<file path="config.mk">
export PLATFORM = sky130hd
export DESIGN_NAME = pbn_seed
export DESIGN_NICKNAME = d
export VERILOG_FILES = /design/src/sv/plane_basis_from_normal_macros.svh /design/src/sv/pbn_pkg.sv /design/src/sv/pbn_seed.sv
export SDC_FILE = /design/constraint.sdc
export NUM_CORES = 1
export LEC_CHECK = 0
export ABC_AREA = 0
export BUFFER_PORTS_ARGS = -buffer_cell sky130_fd_sc_hd__clkbuf_2
export CAP_MARGIN = 5
export CORE_ASPECT_RATIO = 1.25
export CORE_MARGIN = 2
export CORE_UTILIZATION = 40
export DETAILED_ROUTE_END_ITERATION = 8
export GPL_TIMING_DRIVEN = 0
export PLACE_DENSITY = 0.71
export SYNTH_ARGS = -nofsm -noshare
export SYNTH_HDL_FRONTEND = slang
export SYNTH_SLANG_ARGS = --single-unit
</file>
<file path="constraint.sdc">
create_clock -name clk -period 10.5 [get_ports clk]
set_clock_uncertainty 0.05 [all_clocks]
set_input_delay 2.625 -clock clk [delete_from_list [all_inputs] [get_ports clk]]
set_output_delay 2.625 -clock clk [all_outputs]
set_load 0.05 [all_outputs]
</file>
<file path="src/sv/plane_basis_from_normal_macros.svh">
// ----------------------------------------------------------------------------
// plane_basis_from_normal assertion macros
// shared concurrent assertion forms, sampled on clk, off during rst
// ----------------------------------------------------------------------------
`ifndef PLANE_BASIS_FROM_NORMAL_MACROS_SVH
`define PLANE_BASIS_FROM_NORMAL_MACROS_SVH

// same-cycle implication
`define PBN_ASSERT_IMP(lbl, ante, cons, msg) \
  lbl: assert property (@(posedge clk) disable iff (rst) (ante) |-> (cons)) else $error(msg);

// next-cycle implication
`define PBN_ASSERT_NXT(lbl, ante, cons, msg) \
  lbl: assert property (@(posedge clk) disable iff (rst) (ante) |=> (cons)) else $error(msg);

`endif

</file>
<file path="src/sv/pbn_pkg.sv">
// ----------------------------------------------------------------------------
// pbn_pkg
// shared types and constants of the plane basis pipeline
// ----------------------------------------------------------------------------
package pbn_pkg;

  localparam int DATA_W    = 32;
  localparam int WIDE_W    = 64;
  localparam int TOL_W     = 17;
  localparam int TOL_SHIFT = 14;

  // unit vector pipeline stages: magnitude, lead one, shift, square, sum,
  // 32 root steps, numerator, 31 quotient steps, sign
  localparam int UNIT_LAT  = 70;
  localparam int SEED_LAT  = 1;
  localparam int CROSS_LAT = 2;

  localparam logic [TOL_W-1:0] TOL_RESET = 17'd66;
  localparam logic [WIDE_W-1:0] ONE_Q30  = 64'd1 << 30;

  typedef logic signed [DATA_W-1:0] q30_t;
  typedef logic signed [WIDE_W-1:0] wide_t;

endpackage

</file>
<file path="src/sv/pbn_seed.sv">
// ----------------------------------------------------------------------------
// pbn_seed
// builds the unnormalized first in-plane vector from the unit normal
// ----------------------------------------------------------------------------
module pbn_seed (
  input  logic                                clk,
  input  logic                                rst,
  input  logic                                en,
  input  logic                                in_valid,
  input  pbn_pkg::q30_t                       u [3],
  input  logic                                in_zero,
  input  logic [pbn_pkg::TOL_W-1:0]           tol,
  output logic                                out_valid,
  output pbn_pkg::wide_t                      w [3],
  output pbn_pkg::q30_t                       u_out [3],
  output logic                                out_zero
);

  logic [30:0]        lim;
  logic [31:0]        abs_t [3];
  logic [2:0]         unset;
  logic               found;
  logic [1:0]         first;
  logic signed [33:0] others;
  logic signed [33:0] solved;
  pbn_pkg::wide_t     w_c [3];

  always_comb begin
    lim = {tol, 14'b0};
    found = 1'b0;
    first = '0;
    others = '0;
    for (int i = 0; i < 3; i++) begin
      abs_t[i] = u[i][31] ? 32'(-u[i]) : 32'(u[i]);
      unset[i] = abs_t[i][30:0] > lim;
    end
    for (int i = 0; i < 3; i++) begin
      if (unset[i]) begin
        if (!found) begin
          found = 1'b1;
          first = 2'(i);
        end else begin
          others = others + {{2{u[i][31]}}, u[i]};
        end
      end
    end
    solved = u[first][31] ? others : -others;
    for (int i = 0; i < 3; i++) begin
      if (!found) w_c[i] = pbn_pkg::ONE_Q30;
      else if (2'(i) == first) w_c[i] = {{30{solved[33]}}, solved};
      else w_c[i] = {33'b0, abs_t[first][30:0]};
    end
  end

  always_ff @(posedge clk) begin
    if (en) begin
      w <= w_c;
      u_out <= u;
      out_zero <= in_zero;
    end
  end

  always_ff @(posedge clk) begin
    if (rst) begin
      out_valid <= 1'b0;
    end else if (en) begin
      out_valid <= in_valid;
    end
  end

endmodule

</file>
---- After elaboration in Yosys (flattened, before gate mapping) ----
Index checks and enable logic that the tools add are counted.
operators by class
  add/subtract/negate cells ............... 5
  $lt $le $gt $ge ......................... 4
  equal/unequal tests ..................... 2
  muxes and demuxes ....................... 24
  bitwise logic cells ..................... 1
  reductions and logical operators ........ 4
operators with widths
  cell                                                       count
  2-to-1 mux 34 bit                                          5
  2-to-1 mux 32 bit                                          5
  2-to-1 mux 31 bit                                          5
  binary-select mux 32 bit (select 2 bit)                    2
  negation 32 bit                                            3
  greater-than comparator 31 bit                             3
  adder 34 bit                                               1
  negation 34 bit                                            1
  AND reduction 2 bit                                        3
  2-to-1 mux 1 bit                                           5
  2-to-1 mux 2 bit                                           2
  greater-or-equal comparator 3 bit (second input constant)  1
  inverter 2 -> 3 bit                                        1
  == test 1 x 2 -> 1 bit (first input constant)              1
  == test 2 bit (first input constant)                       1
  zero test 2 bit                                            1
storage, ports and cells
  bits in registers ....................... 200
  bits of input ports ..................... 118
  output and inout port bits .............. 290
  word-level logic and storage cells ...... 51

---- Depth between registers and ports, before layout ----
  depth after elaboration ................. 14
  mapped depth ............................ 37
  gate-level depth less buffers ........... 30

---- Worst setup path before layout ----
No wires, ideal clock.
  path type ............................... input port to flip-flop
  start point ............................. input port u[32] (netlist name)
  end point ............................... register w[24] (netlist name), data pin
  setup time .............................. 0.266 ns
  arrival time ............................ 10.928 ns
  required time ........................... 10.184 ns
  slack ................................... -0.743 ns
  cell stages on the path ................. 36
  path buffers ............................ 7
  cells stage by stage .................... clkbuf_1 > inv_1 > ha_1 > or3b_1 > clkbuf_2 > nand4b_2 > or4_1 > o41ai_1 > nand2_1 > o31ai_1 > xnor2_1 > ha_1 > nand4_1 > nor3_1 > nand3_1 > nor4_1 > a31o_2 > buf_6 > clkbuf_1 > clkbuf_1 > nor3_1 > ha_1 > fa_1 > a21o_1 > a221oi_1 > o21a_1 > o31ai_1 > xor2_1 > or4_1 > a221oi_4 > nand3_2 > o41ai_2 > or2_1 > buf_4 > buf_6 > o211ai_2
on the way
  cells in the longest elaborated chain, start to end .. 12
  elaborated cells on any way between the ends .. 24
  those cells by class .................... 3 x add/sub; 1 x order compare; 1 x eq/ne; 18 x mux; 1 x bitwise
ends and longest elaborated chain
  item                                                                   RTL line        source
  from (decl)                                                            pbn_seed.sv:10  input pbn_pkg::q30_t u [3],
  parallel branches: the longest is 12 deep, another holds adder 34 bit  -
  to (signal assigned)                                                   pbn_seed.sv:57  w <= w_c;
  to (decl)                                                              pbn_seed.sv:14  output pbn_pkg::wide_t w [3],
Parallel ways; which one is timed is not known. The select of a mux whose other input is x is not followed.
A chain may end at the register's enable or synchronous reset.

---- Final worst setup path ----
  start point ............................. input port u[78] (netlist name)
  end point ............................... register w[4] (netlist name), data pin
on the way
  cells in the longest elaborated chain, start to end .. 14
  elaborated cells on any way between the ends .. 26
  those cells by class .................... 3 x add/sub; 1 x order compare; 1 x eq/ne; 20 x mux; 1 x bitwise
ends and longest elaborated chain
  item                                                                   RTL line        source
  negation 32 bit                                                        pbn_seed.sv:34  abs_t[i] = u[i][31] ? 32'(-u[i]) : 32'(u[i]);
  2-to-1 mux 32 bit (*)                                                  pbn_seed.sv:34
  greater-than comparator 31 bit (*)                                     pbn_seed.sv:35  unset[i] = abs_t[i][30:0] > lim;
  2-to-1 mux 1 bit (*)                                                   pbn_seed.sv:38  if (unset[i]) begin
  parallel branches: the longest is 10 deep, another holds adder 34 bit  -
Every way passes the cells marked *. The select of a mux whose other input is x is not followed.

==> flow_summary.yaml <==
placement:
  dp_hpwl_mm: 52.6
  numPortBuffers: 407
  place_inst: 2607
  gp_congestion: 1.00
clocking:
  ctsHtreeMaxLevel: 4
  numCtsBuffers: 17
  clk_pin_slew_ps: 90
  cts-root-buf: "clkbuf_16"
  ctsHoldBuffers: 0
  clkSinkCount: 200
  clkLatencyLatePin_ps: 470
  clockBufferDepth: 2
  tritoncts: "built"
final_layout:
  final_core_util_pct: 53.5
  nets: 2413
  area.growth.synth_to_final_pct: 32.6
  fillers: 3609
  drive_gt1_share_pct: 38.3
  finalNonFillerCells: 2723
run_status:
  status: "finished clean"
pwr:
  p_seq_share_pct: 26.2
  power_mw: 4.17
  switching_share_pct: 49.5
  comb_power_share_pct: 56.9
  p_int_mw: 2.11
  leakage_nw: 9.04
  clkPwrFrac_pct: 16.9
  power_density_mw_per_mm2: 196
  power.switching_mw: 2.06
  ir_drop_mv: 0.136
sta:
  holdWs_ps: 471
  setup_violations: 0
  slew_viol_final: 0
  hold_viol: 0
  fin_setup_tns_ps: 0
  fmax_mhz: 96.2
  layout_worst_path_cycle_share_pct: 99.0
  max-slew-margin-rel_pct: 37.3
  finalCriticalPeriod_ps: 10390
  worstMarginPinSlew_ps: 940
drt:
  ant_nets: 0
  vias: 16400
  route.detailed.drc: 0
  vias_per_cell: 6.02
  routed_wl_mm: 66.7
  wire_per_inst_um: 24.5
  first_pass_iters: 6
  dr.first_iter.drc_count: 1722
worst_setup_path:
  cp_data_required_time_ps: 10690
  r2r-start: "out_valid"
  worstPathArrival_ps: 10580
  r2r-end: "out_valid"
  reg2reg_setup_slack_ps: 9860
  crit_path_start: "u[78]"
  cpMaxStageDelayCell: "or4_4"
  max_stage_delay_ps: 540
  critPathCaptureType: "flip-flop"
  r2r_cells: 2
  critPathLaunchType: "primary input"
  cp-endpoint: "w[4]"
  worst-path-max-fanout: 6
  path_class: "primary input to flip-flop"
logic_synthesis:
  ys_ff_latch: 200
  synthCells: 1694
  ys_types: 106
  synth_edf_count: 199
  synth_area_mm2: 0.0161
  synth_area_per_cell_um2: 9.48
  seq_area_frac_synth_pct: 37.3
  synth_area_leaders: "edfxtp_1 (37%), ha_1 (6.9%), xnor2_1 (4.8%)"
  synth.top_cell.area_share_pct: 37.2
  synth_ff_type: "edfxtp_1"
  ys_async_sr_fraction_pct: 0
  synth_warnings: 0
  synth_largest_area_cell: "edfxtp_1"
die:
  io_pins: 408
  die_w_um: 183
  dieArea_mm2: 0.0418
  initial_utilization_pct: 40.3
  rows: 82
  die_h_um: 228
  core_mm2: 0.0398
global_routing:
  grt_pass1_wl_mm: 95.3
  grt_remaining_overflow: 0
  grt_max_degree: 105
  grtUsageTotal_pct: 30.7
  antenna_found_initial: 0
  grt_pass1_vias: 15400
min_path:
  hold_class: "flip-flop to flip-flop"
flow_run:
  maxCapViolCount: 0
flip-flops by register name, summed over array words and instances (netlist names):
signal and cells:
out_valid 1, out_zero 1, u_out 96, w 102
power groups by stage:
stage / sequential [mW] / clock [mW] / combinational, mW
finish: 1.09 / 0.704 / 2.37
global route: 1.11 / 0.745 / 2.47
CTS: 1.10 / 0.721 / 2.27
detailed placement: 1.11 / 0 / 2.12
global placement: 1.11 / 0 / 2.11
floorplan: 1.53 / 0 / 1.09
routing by layer:
layer / part of all wire (%) / global-route usage [%] / vias to the layer above
met5: 0 / 0 / -
met4: 5.6 / 15.8 / 0
met3: 8.0 / 4.96 / 186
met2: 48 / 51.6 / 984
met1: 39 / 37.9 / 7829
li1: - / - / 7393
worst min-delay path by stage:
stage,from,end,slack [ps],cells past startpoint
after floorplan,out_valid,out_valid,680,2
after global placement,out_valid,out_valid,420,2
after detailed placement,out_valid,out_valid,460,2
after CTS,out_valid,out_valid,480,2
after global routing,out_valid,out_valid,500,2
final,out_valid,out_valid,470,2
worst max-delay path, delay by kind of cell:
family | cells | cell delay, ps
compound gates | 8 | 2190
xor+xnor | 2 | 340
fa+ha+maj | 3 | 880
simple gates | 15 | 3350
buf+inv | 8 | 1130
through the flow:
stage          cell area, µm²  setup slack, ps
2_1_floorplan           16300            -42.2
3_3_place_gp            19000            -2970
3_5_place_dp            19000            -3030
4_1_cts                 20700            -2.36
5_1_grt                 21300            -45.2
6_report                21300              109
cell usage in the layout (no fill, tap or decap), drive strengths merged, types with 14 or more instances in the layout:
cell type,n
nor3,38
nand2,130
nor2,108
edfxtp,199
o41ai,18
nand4,37
xor2,48
a22oi,27
or3,18
ha,89
inv,54
a21o,19
buf,225
o211ai,21
clkbuf,468
nand2b,14
or4,18
o21ai,104
nor2b,15
a21oi,107
a31oi,19
nor4,17
o31ai,39
xnor2,88
nand3,42
and3,49
cells by family after synthesis:
family	count (synthesis)	share of synthesized area, %
multiplexers	16	1.04
other	1	0.0233
buffers and inverters	231	7.98
AND/OR/NAND/NOR	532	17.7
AO/OA/AOI/OAI	488	21.4
XOR/XNOR	136	7.42
adder cells (fa/ha/maj)	90	7.06
flip-flops	200	37.3
cell type report:
cell class                      count  area, µm²  share of cell area (%)
Clock buffer                       17        425                    2.00
Sequential cell                   200       6000                    28.1
Buffer                            169       1170                    5.52
Inverter                           46        185                   0.869
Antenna cell                        1       2.50                  0.0117
Timing Repair Buffer              507       2900                    13.6
Clock inverter                     15        214                    1.00
Multi-Input combinational cell   1264       9770                    45.9
Tap cell                          504        631                    2.96
cells in the mapped netlist (all sizes together), types with 42 or more instances:
| cell type | n |
|---|---|
| edfxtp | 199 |
| nand2 | 130 |
| buf | 121 |
| nor2 | 108 |
| a21oi | 107 |
| o21ai | 104 |
| ha | 89 |
| xnor2 | 88 |
| clkbuf | 64 |
| and3 | 49 |
| xor2 | 48 |
| inv | 46 |
| nand3 | 42 |
repair_timing:
action,4_1_cts,5_1_grt
buffers inserted,63,36
endpoints found under the setup margin,76,67
pin swaps,48,33
resized for setup,108,98
gates cloned,0,1
No activity file was read; power rests on OpenSTA's default activity.
